--- src/rtl/core/dlle_pkg.sv ---
// ----------------------------------------------------------------------------
// dlle_pkg
// Shared widths, codes, sequencer states and the link-table write bundle for
// the doubly linked list engine.
// ----------------------------------------------------------------------------
package dlle_pkg;

  // Field widths
  localparam int OP_W     = 3;
  localparam int HANDLE_W = 7;
  localparam int VALUE_W  = 32;
  localparam int STATUS_W = 2;
  localparam int SLOT_W   = 7;   // slot numbers: 0 head, 1 tail, 2.. elements

  // Default element capacity
  localparam int NODES_DEF = 64;

  // Sentinel slots
  localparam logic [SLOT_W-1:0] SLOT_HEAD = 7'd0;
  localparam logic [SLOT_W-1:0] SLOT_TAIL = 7'd1;
  localparam logic [SLOT_W-1:0] SLOT_BASE = 7'd2;

  // Operation codes
  typedef enum logic [OP_W-1:0] {
    OP_PUSH_HEAD  = 3'd0,
    OP_PUSH_TAIL  = 3'd1,
    OP_INS_AFTER  = 3'd2,
    OP_INS_BEFORE = 3'd3,
    OP_DELETE     = 3'd4,
    OP_DUMP_FWD   = 3'd5,
    OP_DUMP_BWD   = 3'd6
  } op_t;

  // Result status codes
  typedef enum logic [STATUS_W-1:0] {
    STS_OK         = 2'd0,
    STS_FULL       = 2'd1,
    STS_BAD_HANDLE = 2'd2,
    STS_EMPTY      = 2'd3
  } status_t;

  // Sequencer states
  typedef enum logic [2:0] {
    S_IDLE,   // waiting for an input beat
    S_READ,   // link tables sample the referenced slot
    S_GOT,    // neighbor links available
    S_LINK1,  // write links of the new node
    S_LINK2,  // write links of the neighbors
    S_DREAD,  // dump: tables sample the current slot
    S_DOUT,   // dump: emit the current value
    S_RESP    // emit a single status beat
  } state_t;

  // One write to each link table per cycle
  typedef struct packed {
    logic              nxt_we;
    logic [SLOT_W-1:0] nxt_addr;
    logic [SLOT_W-1:0] nxt_data;
    logic              prv_we;
    logic [SLOT_W-1:0] prv_addr;
    logic [SLOT_W-1:0] prv_data;
  } link_wr_t;

endpackage

--- src/rtl/core/doubly_linked_list_engine.sv ---
// ----------------------------------------------------------------------------
// doubly_linked_list_engine
// Doubly linked list in fixed node tables with head and tail sentinels;
// insert, delete and dump operations run under a small sequencer.
// ----------------------------------------------------------------------------
//   channel  dir  handshake            beat contents
//   in_      in   in_valid / in_stall  in_op, in_handle, in_value
//   out_     out  out_valid/ out_stall out_status, out_value, out_last
//
// One item is taken at a time: in_stall stays high until the sequencer is
//   back in idle. Its pace is set by the single read and write port of the
//   link tables and their registered read.
// Reset clears the sentinel links, live bits, node count and output valid;
// the tables themselves need no clearing pass.
// A result beat sits in an output register; a stall there holds the sequencer.
// ----------------------------------------------------------------------------
module doubly_linked_list_engine #(
  parameter int NODES = dlle_pkg::NODES_DEF
) (
  input  logic                                clk,
  input  logic                                rst_n,
  input  logic                                in_valid,
  output logic                                in_stall,
  input  logic [dlle_pkg::OP_W-1:0]           in_op,
  input  logic [dlle_pkg::HANDLE_W-1:0]       in_handle,
  input  logic signed [dlle_pkg::VALUE_W-1:0] in_value,
  output logic                                out_valid,
  input  logic                                out_stall,
  output logic [dlle_pkg::STATUS_W-1:0]       out_status,
  output logic signed [dlle_pkg::VALUE_W-1:0] out_value,
  output logic                                out_last
);
  import dlle_pkg::*;

  localparam int CNT_W  = $clog2(NODES + 1);
  localparam int VIDX_W = $clog2(NODES);

  state_t state_r, state_nxt;

  op_t                       op_r, op_nxt;
  logic [HANDLE_W-1:0]       hdl_r, hdl_nxt;
  logic signed [VALUE_W-1:0] val_r, val_nxt;
  logic [SLOT_W-1:0]         cur_r, cur_nxt;
  logic [SLOT_W-1:0]         a_r, a_nxt;
  logic [SLOT_W-1:0]         b_r, b_nxt;
  status_t                   status_r, status_nxt;

  logic [SLOT_W-1:0]         head_next_r, head_next_nxt;
  logic [SLOT_W-1:0]         tail_prev_r, tail_prev_nxt;
  logic [CNT_W-1:0]          cnt_r, cnt_nxt;
  logic [NODES-1:0]          live_r, live_nxt;

  logic                      out_valid_r, out_valid_nxt;
  status_t                   out_status_r, out_status_nxt;
  logic signed [VALUE_W-1:0] out_value_r, out_value_nxt;
  logic                      out_last_r, out_last_nxt;

  link_wr_t                  wr;
  logic                      val_we;
  logic [SLOT_W-1:0]         rd_next, rd_prev;
  logic signed [VALUE_W-1:0] rd_value;

  op_t                       in_opc;
  logic                      full;
  logic                      hok;
  logic [HANDLE_W-1:0]       in_lofs;
  logic [HANDLE_W-1:0]       hdl_lofs;
  logic [SLOT_W-1:0]         new_id;
  logic                      out_free;
  logic                      fwd;
  logic [SLOT_W-1:0]         step;
  logic                      dump_end;

  // --------------------------------------------------------------------------
  // Shared decode
  // --------------------------------------------------------------------------
  assign in_opc   = op_t'(in_op);
  assign full     = (cnt_r == CNT_W'(NODES));
  assign in_lofs  = in_handle - HANDLE_W'(1);
  assign hok      = (in_handle != '0) && (in_handle <= HANDLE_W'(cnt_r)) &&
                    live_r[in_lofs[VIDX_W-1:0]];
  assign hdl_lofs = hdl_r - HANDLE_W'(1);
  assign new_id   = SLOT_W'(cnt_r) + SLOT_BASE;
  assign out_free = !out_valid_r || !out_stall;
  assign fwd      = (op_r == OP_DUMP_FWD);
  assign step     = fwd ? rd_next : rd_prev;
  assign dump_end = fwd ? (step == SLOT_TAIL) : (step == SLOT_HEAD);

  // --------------------------------------------------------------------------
  // Tables
  // --------------------------------------------------------------------------
  dlle_link_store #(
    .NODES (NODES)
  ) u_store (
    .clk      (clk),
    .wr       (wr),
    .val_we   (val_we),
    .val_slot (new_id),
    .val_data (val_r),
    .rd_slot  (cur_r),
    .rd_next  (rd_next),
    .rd_prev  (rd_prev),
    .rd_value (rd_value)
  );

  // --------------------------------------------------------------------------
  // Next state
  // --------------------------------------------------------------------------
  always_comb begin
    state_nxt = state_r;
    case (state_r)
      S_IDLE: begin
        if (in_valid) begin
          case (in_opc)
            OP_PUSH_HEAD, OP_PUSH_TAIL: begin
              state_nxt = full ? S_RESP : S_LINK1;
            end
            OP_INS_AFTER, OP_INS_BEFORE: begin
              state_nxt = (full || !hok) ? S_RESP : S_READ;
            end
            OP_DELETE: begin
              state_nxt = hok ? S_READ : S_RESP;
            end
            OP_DUMP_FWD: begin
              state_nxt = (head_next_r == SLOT_TAIL) ? S_RESP : S_DREAD;
            end
            OP_DUMP_BWD: begin
              state_nxt = (tail_prev_r == SLOT_HEAD) ? S_RESP : S_DREAD;
            end
            default: begin
              state_nxt = S_IDLE;
            end
          endcase
        end
      end
      S_READ:  state_nxt = S_GOT;
      S_GOT:   state_nxt = (op_r == OP_DELETE) ? S_RESP : S_LINK1;
      S_LINK1: state_nxt = S_LINK2;
      S_LINK2: state_nxt = S_RESP;
      S_DREAD: state_nxt = S_DOUT;
      S_DOUT: begin
        if (out_free) begin
          state_nxt = dump_end ? S_IDLE : S_DREAD;
        end
      end
      S_RESP: begin
        if (out_free) begin
          state_nxt = S_IDLE;
        end
      end
      default: state_nxt = S_IDLE;
    endcase
  end

  // --------------------------------------------------------------------------
  // Datapath and outputs
  // --------------------------------------------------------------------------
  always_comb begin
    op_nxt         = op_r;
    hdl_nxt        = hdl_r;
    val_nxt        = val_r;
    cur_nxt        = cur_r;
    a_nxt          = a_r;
    b_nxt          = b_r;
    status_nxt     = status_r;
    head_next_nxt  = head_next_r;
    tail_prev_nxt  = tail_prev_r;
    cnt_nxt        = cnt_r;
    live_nxt       = live_r;
    out_valid_nxt  = out_valid_r && out_stall;
    out_status_nxt = out_status_r;
    out_value_nxt  = out_value_r;
    out_last_nxt   = out_last_r;
    wr             = '0;
    val_we         = 1'b0;
    in_stall       = (state_r != S_IDLE);

    case (state_r)
      // latch the beat and settle checks
      S_IDLE: begin
        if (in_valid) begin
          op_nxt     = in_opc;
          hdl_nxt    = in_handle;
          val_nxt    = in_value;
          cur_nxt    = in_handle + HANDLE_W'(1);
          status_nxt = STS_OK;
          case (in_opc)
            OP_PUSH_HEAD: begin
              a_nxt      = SLOT_HEAD;
              b_nxt      = head_next_r;
              status_nxt = full ? STS_FULL : STS_OK;
            end
            OP_PUSH_TAIL: begin
              a_nxt      = tail_prev_r;
              b_nxt      = SLOT_TAIL;
              status_nxt = full ? STS_FULL : STS_OK;
            end
            OP_INS_AFTER, OP_INS_BEFORE: begin
              if (full) begin
                status_nxt = STS_FULL;
              end else if (!hok) begin
                status_nxt = STS_BAD_HANDLE;
              end
            end
            OP_DELETE: begin
              status_nxt = hok ? STS_OK : STS_BAD_HANDLE;
            end
            OP_DUMP_FWD: begin
              cur_nxt    = head_next_r;
              status_nxt = (head_next_r == SLOT_TAIL) ? STS_EMPTY : STS_OK;
            end
            OP_DUMP_BWD: begin
              cur_nxt    = tail_prev_r;
              status_nxt = (tail_prev_r == SLOT_HEAD) ? STS_EMPTY : STS_OK;
            end
            default: begin
              status_nxt = status_r;
            end
          endcase
        end
      end

      // neighbors of the referenced slot are in
      S_GOT: begin
        case (op_r)
          OP_INS_AFTER: begin
            a_nxt = cur_r;
            b_nxt = rd_next;
          end
          OP_INS_BEFORE: begin
            a_nxt = rd_prev;
            b_nxt = cur_r;
          end
          default: begin
            // unlink: prev -> next
            if (rd_prev == SLOT_HEAD) begin
              head_next_nxt = rd_next;
            end else begin
              wr.nxt_we   = 1'b1;
              wr.nxt_addr = rd_prev;
              wr.nxt_data = rd_next;
            end
            if (rd_next == SLOT_TAIL) begin
              tail_prev_nxt = rd_prev;
            end else begin
              wr.prv_we   = 1'b1;
              wr.prv_addr = rd_next;
              wr.prv_data = rd_prev;
            end
            live_nxt[hdl_lofs[VIDX_W-1:0]] = 1'b0;
          end
        endcase
      end

      // new node: its own links, value and live bit
      S_LINK1: begin
        wr.nxt_we   = 1'b1;
        wr.nxt_addr = new_id;
        wr.nxt_data = b_r;
        wr.prv_we   = 1'b1;
        wr.prv_addr = new_id;
        wr.prv_data = a_r;
        val_we      = 1'b1;
        live_nxt[cnt_r[VIDX_W-1:0]] = 1'b1;
      end

      // neighbors point at the new node
      S_LINK2: begin
        if (a_r == SLOT_HEAD) begin
          head_next_nxt = new_id;
        end else begin
          wr.nxt_we   = 1'b1;
          wr.nxt_addr = a_r;
          wr.nxt_data = new_id;
        end
        if (b_r == SLOT_TAIL) begin
          tail_prev_nxt = new_id;
        end else begin
          wr.prv_we   = 1'b1;
          wr.prv_addr = b_r;
          wr.prv_data = new_id;
        end
        cnt_nxt = cnt_r + CNT_W'(1);
      end

      // one dump beat per element
      S_DOUT: begin
        if (out_free) begin
          out_valid_nxt  = 1'b1;
          out_status_nxt = STS_OK;
          out_value_nxt  = rd_value;
          out_last_nxt   = dump_end;
          cur_nxt        = step;
        end
      end

      // single status beat
      S_RESP: begin
        if (out_free) begin
          out_valid_nxt  = 1'b1;
          out_status_nxt = status_r;
          out_value_nxt  = '0;
          out_last_nxt   = 1'b1;
        end
      end

      default: begin
      end
    endcase
  end

  // --------------------------------------------------------------------------
  // Registers
  // --------------------------------------------------------------------------
  always_ff @(posedge clk) begin
    if (!rst_n) begin
      state_r     <= S_IDLE;
      head_next_r <= SLOT_TAIL;
      tail_prev_r <= SLOT_HEAD;
      cnt_r       <= '0;
      live_r      <= '0;
      out_valid_r <= 1'b0;
    end else begin
      state_r     <= state_nxt;
      head_next_r <= head_next_nxt;
      tail_prev_r <= tail_prev_nxt;
      cnt_r       <= cnt_nxt;
      live_r      <= live_nxt;
      out_valid_r <= out_valid_nxt;
    end
  end

  always_ff @(posedge clk) begin
    op_r         <= op_nxt;
    hdl_r        <= hdl_nxt;
    val_r        <= val_nxt;
    cur_r        <= cur_nxt;
    a_r          <= a_nxt;
    b_r          <= b_nxt;
    status_r     <= status_nxt;
    out_status_r <= out_status_nxt;
    out_value_r  <= out_value_nxt;
    out_last_r   <= out_last_nxt;
  end

  assign out_valid  = out_valid_r;
  assign out_status = out_status_r;
  assign out_value  = out_value_r;
  assign out_last   = out_last_r;

  // --------------------------------------------------------------------------
  // Assertions
  // --------------------------------------------------------------------------
  a_cnt_bound: assert property (@(posedge clk) disable iff (!rst_n)
    cnt_r <= CNT_W'(NODES))
    else $error("node count above capacity");

  a_empty_agree: assert property (@(posedge clk) disable iff (!rst_n)
    (head_next_r == SLOT_TAIL) == (tail_prev_r == SLOT_HEAD))
    else $error("head and tail sentinels disagree on empty list");

  a_no_self_link: assert property (@(posedge clk) disable iff (!rst_n)
    (head_next_r != SLOT_HEAD) && (tail_prev_r != SLOT_TAIL))
    else $error("sentinel links to itself");

  a_cnt_on_link2: assert property (@(posedge clk) disable iff (!rst_n)
    (cnt_r != $past(cnt_r)) |-> ($past(state_r) == S_LINK2))
    else $error("node count moved outside the link step");

  a_last_ends_item: assert property (@(posedge clk) disable iff (!rst_n)
    (state_r == S_RESP && out_free) |=> (state_r == S_IDLE && out_valid_r && out_last_r))
    else $error("status beat not marked last");

endmodule

--- src/rtl/core/dlle_link_store.sv ---
// ----------------------------------------------------------------------------
// dlle_link_store
// Next-link, prev-link and value tables. One write port per table, one read
// address shared by all three, read data registered.
// ----------------------------------------------------------------------------
module dlle_link_store #(
  parameter int NODES = dlle_pkg::NODES_DEF
) (
  input  logic                              clk,
  input  dlle_pkg::link_wr_t                wr,
  input  logic                              val_we,
  input  logic [dlle_pkg::SLOT_W-1:0]       val_slot,
  input  logic signed [dlle_pkg::VALUE_W-1:0] val_data,
  input  logic [dlle_pkg::SLOT_W-1:0]       rd_slot,
  output logic [dlle_pkg::SLOT_W-1:0]       rd_next,
  output logic [dlle_pkg::SLOT_W-1:0]       rd_prev,
  output logic signed [dlle_pkg::VALUE_W-1:0] rd_value
);
  import dlle_pkg::*;

  localparam int SLOTS  = NODES + 2;
  localparam int LIDX_W = $clog2(SLOTS);
  localparam int VIDX_W = $clog2(NODES);

  logic [SLOT_W-1:0]        next_mem [SLOTS];
  logic [SLOT_W-1:0]        prev_mem [SLOTS];
  logic signed [VALUE_W-1:0] value_mem [NODES];

  logic [SLOT_W-1:0] wr_vofs;
  logic [SLOT_W-1:0] rd_vofs;

  // element slots start after the two sentinels
  assign wr_vofs = val_slot - SLOT_BASE;
  assign rd_vofs = rd_slot - SLOT_BASE;

  // link table writes
  always_ff @(posedge clk) begin
    if (wr.nxt_we) begin
      next_mem[wr.nxt_addr[LIDX_W-1:0]] <= wr.nxt_data;
    end
    if (wr.prv_we) begin
      prev_mem[wr.prv_addr[LIDX_W-1:0]] <= wr.prv_data;
    end
  end

  // value table write
  always_ff @(posedge clk) begin
    if (val_we) begin
      value_mem[wr_vofs[VIDX_W-1:0]] <= val_data;
    end
  end

  // registered reads
  always_ff @(posedge clk) begin
    rd_next  <= next_mem[rd_slot[LIDX_W-1:0]];
    rd_prev  <= prev_mem[rd_slot[LIDX_W-1:0]];
    rd_value <= value_mem[rd_vofs[VIDX_W-1:0]];
  end

endmodule

--- config.mk ---
export PLATFORM = sky130hd
export DESIGN_NAME = doubly_linked_list_engine
export DESIGN_NICKNAME = d
export VERILOG_FILES = /design/src/rtl/core/dlle_pkg.sv /design/src/rtl/core/doubly_linked_list_engine.sv /design/src/rtl/core/dlle_link_store.sv
export SDC_FILE = /design/constraint.sdc
export NUM_CORES = 2
export LEC_CHECK = 0
export BUFFER_PORTS_ARGS = -buffer_cell sky130_fd_sc_hd__buf_2
export CAP_MARGIN = 20
export CELL_PAD_IN_SITES_DETAIL_PLACEMENT = 0
export CELL_PAD_IN_SITES_GLOBAL_PLACEMENT = 2
export CORE_ASPECT_RATIO = 0.6
export CORE_MARGIN = 5
export CORE_UTILIZATION = 40
export DETAILED_ROUTE_END_ITERATION = 10
export PLACE_DENSITY_LB_ADDON = 0.1
export SLEW_MARGIN = 20
export SYNTH_ARGS = -nofsm -noshare
export SYNTH_HDL_FRONTEND = slang
export SYNTH_SLANG_ARGS = --single-unit
--- constraint.sdc ---
create_clock -name clk -period 8.42 [get_ports clk]
set_input_delay 0.842 -clock clk [delete_from_list [all_inputs] [get_ports clk]]
set_output_delay 0.842 -clock clk [all_outputs]
set_load 0.02 [all_outputs]
==> results by group <==
Global routing
  • Met3 Use GR: 0.0515
  • Initial antenna violation count: 27
  • Vias in the first global route: between 50000 and 60000
  • Met1 GRT Util: 0.352
  • Largest net degree at the start of global routing: 127
  • First-pass GRT wire length: 482000 um
  • Remaining Overflow, GRT: 0
  • GRT Overall Usage: 0.214
  • Met2 usage: 0.285
  • GR peak layer: met1

Clocking
  • Clk buf depth: 4
  • Worst-Skew Late Latency: 0.90 ns
  • CTS root buf: clkbuf_16
  • PostCTS Resize Cnt: 0
  • TritonCTS buffer count: 315
  • CTS Hold Buffers Added: 0
  • Post-CTS Setup Bufs: 0
  • Clk sinks: 3206
  • Reg clk slew, reported paths: 0.06 ns
  • CTS tree: built
  • H-tree depth: 5

Worst setup path
  • R2R depth: 8
  • Setup slack, reg-to-reg: 3.55 ns
  • Reg-to-Reg End: u_store.next_mem[18][1]$_DFFE_PP_
  • CP Cell Sequence: or3b_2, nor2_1, buf_4, and2_1, nor2_1, a21oi_1, nand3_1, nor2_1
  • Crit path launch: state_r[1]$_SDFFE_PN0P_
  • Critical-path top delay cell: nor2_1
  • Slowest stage delay, CP: 0.88 ns
  • CP Launch Type: register
  • CP Data Required Time: around 9 ns
  • Arr. time, crit path: roughly 5.4 ns
  • Worst-path fanout max: 20
  • Critical Path End Type: register
  • Crit-path most repeated cell: nor2_1
  • Buf/Inv on CP: 1
  • Crit-path leading delay family: simple AND/OR/NAND/NOR gates
  • Worst setup path category: reg -> reg
  • R2R Path Start: state_r[1]$_SDFFE_PN0P_

Hold path
  • Hold path endpoint: val_r[7]$_DFFE_PP_
  • Hold Path Cell Cnt: 1
  • Min-Delay Path Class: in -> reg
  • Worst hold start: in_value[7]

Floorplan
  • Die width: 729 um
  • Core box area: 309000 um^2
  • Die area: 322000 um^2
  • Starting density of the core: 0.402
  • FP Rows: 158
  • Die Y: 441 um
  • I/O Pins: 83

Logic synthesis
  • Mapped Nets: 5636
  • Top-count cell post-synth: edfxtp_1
  • Ys flop type: edfxtp_1
  • Syn Area/Cell: 22.3 um^2
  • Synth top cells by count: edfxtp_1, mux4_2, nor2_1
  • Share of the synthesized area in the top cell type: 0.744
  • Syn Inst Count: 5572
  • Top cells by area, synth: edfxtp_1, mux4_2, dfxtp_1, nor2_1, clkbuf_1
  • Register area share after synthesis: 0.765
  • Netlist Area Pre-Place: 124000 um^2
  • #FFs+latches synth: 3206
  • Netlist cell types: 61
  • Synth warn: 0
  • Fraction of registers with async set/reset: 0
  • Dominant cell type by area after synthesis: edfxtp_1
  • Post-synth EDFFs: 3071

STA
  • Hold Slack: 0.126 ns
  • Achievable Freq: a little over 0.2 GHz
  • # setup viols final: 0
  • Final min period: 4.87 ns
  • Max Transition Viols Final: 0
  • Period utilization: 0.578
  • Max-slew headroom: 0.226
  • Unrepaired setup endpoints after global routing: no
  • Endpoints failing hold: 0
  • Total Neg Setup Slack: 0 ns
  • Final Skew: ~0.051 ns
  • Worst-Margin Slew: 1.16 ns

Routing
  • DRC viols: 0
  • 1st-pass router iterations: 6
  • Routed wire length: about 350000 um
  • Final ANT Viol Nets: 0
  • Vias: 59595
  • Initial DRC count: 6893
  • Via-per-instance ratio: about 5.8
  • Routed len/inst: 33.8 um

Layout
  • Area used by multi-input combinational logic: about 28000 um^2
  • Final #Nets: 5921
  • Sequential cell area: roughly 95000 um^2
  • Layout fillers: between 20000 and 30000
  • Area Overhead vs Synth: 13.2%
  • Share of cells above drive strength 1: 0.291
  • Design area: 140000 um^2

Pwr
  • Power per cell area: 311 nW/um^2
  • Peak supply drop: between 300 and 400 uV
  • LEAKAGE: 43.4 nW

Placed design
  • Post-DP HPWL: ~200000 um
  • DP Area: between 100000 and 150000 um^2
  • Final Wtd Congestion: 0.789
  • PortBufs: 82

Status
  • Status: finished, final reports clean

Run
  • Max cap viols: 0
==> report_power, final <==
group / leakage [nW] / internal (mW) / switching (mW) / total, mW
clock: 4.85 / 7.83 / 6.06 / 13.9
sequential: 28.9 / 18.8 / 0.382 / 19.2
combinational: 9.59 / 4.28 / 6.34 / 10.6
==> per-stage QoR <==
stage                     utilization  setup WS (ns)  power [mW]  cells
final                           0.455           3.55        43.7  10264
after global routing            0.455           3.38        45.4  10259
after CTS                       0.455           3.65        44.2  10258
after detailed placement        0.423           3.64        30.3   9700
after global placement          0.423           3.66        30.2   9700
after floorplan                     -           3.76        26.2   5572
==> cells by family after synthesis <==
family / synth area share
multiplexers: 0.179
flip-flops: 0.765
buffers and inverters: 0.0115
adder cells (fa/ha/maj): 0.00182
XOR/XNOR: 0.00225
AND/OR/NAND/NOR: 0.0226
AO/OA/AOI/OAI: 0.0178
==> layout make-up <==
| cell class | instances | share of cell area |
|---|---|---|
| inverters | 27 | 0.000748 |
| clock buffers | 409 | 0.0609 |
| diodes | 6 | 0.000107 |
| flip-flops and latches | 3206 | 0.676 |
| well taps | 4160 | 0.0371 |
| clock inverters | 149 | 0.00945 |
| repair buffers | 260 | 0.0134 |
| multi-input cells | 2047 | 0.202 |
==> cell usage in the layout, fill, tap and decap left out, drive strengths merged, types with 6 or more instances in the layout <==
cell / count
dfxtp: 135
inv: 35
a21o: 6
xnor2: 23
mux2i: 36
nand4: 8
a21oi: 95
o21ai: 105
o21a: 10
a31oi: 16
a21boi: 11
and3: 22
ha: 18
edfxtp: 3071
buf: 260
a22oi: 13
diode: 6
clkinvlp: 8
nor3: 29
clkinv: 112
a221o: 7
a211oi: 25
nor2: 285
o211ai: 8
nor2b: 11
nor4: 8
clkbuf: 409
and2: 65
a221oi: 6
xor2: 8
mux2: 15
o211a: 7
bufinv: 21
o22ai: 21
nand2: 155
o221ai: 6
mux4: 961
nand3: 26
==> routing by layer <==
layer,part of all wire,wire [um]
met3,0.081,28100
met1,0.49,171000
met4,0.020,6770
met2,0.41,141000
met5,0.000029,10
==> worst reg2reg max path, cell delays in order, from the launching register on <==
cell,delay [ns]
dfxtp_1,0.52
or3b_2,0.70
nor2_1,0.51
buf_4,0.37
and2_1,0.39
nor2_1,0.09
a21oi_1,0.39
nand3_1,0.66
nor2_1,0.89
==> registers in the layout, summed over array words and instances, names as in the netlist, 32 cells and up <==
signal and count:
u_store.value_mem 2048, live_r 64, out_value 32, u_store.prev_mem 462, u_store.next_mem 462, val_r 32, u_store.rd_value 32
==> worst max-delay path by stage <==
stage,to,slack (ns),cells after the start
after CTS,u_store.next_mem[18][1]$_DFFE_PP_,3.65,8
after global placement,state_r[2]$_SDFFE_PN0P_,3.66,9
after global routing,u_store.rd_value[31]$_DFF_P_,3.38,9
final,u_store.next_mem[18][1]$_DFFE_PP_,3.55,8
after floorplan,u_store.prev_mem[0][5]$_DFFE_PP_,3.76,7
after detailed placement,state_r[2]$_SDFFE_PN0P_,3.64,9
(Power assumes the default switching activity.)
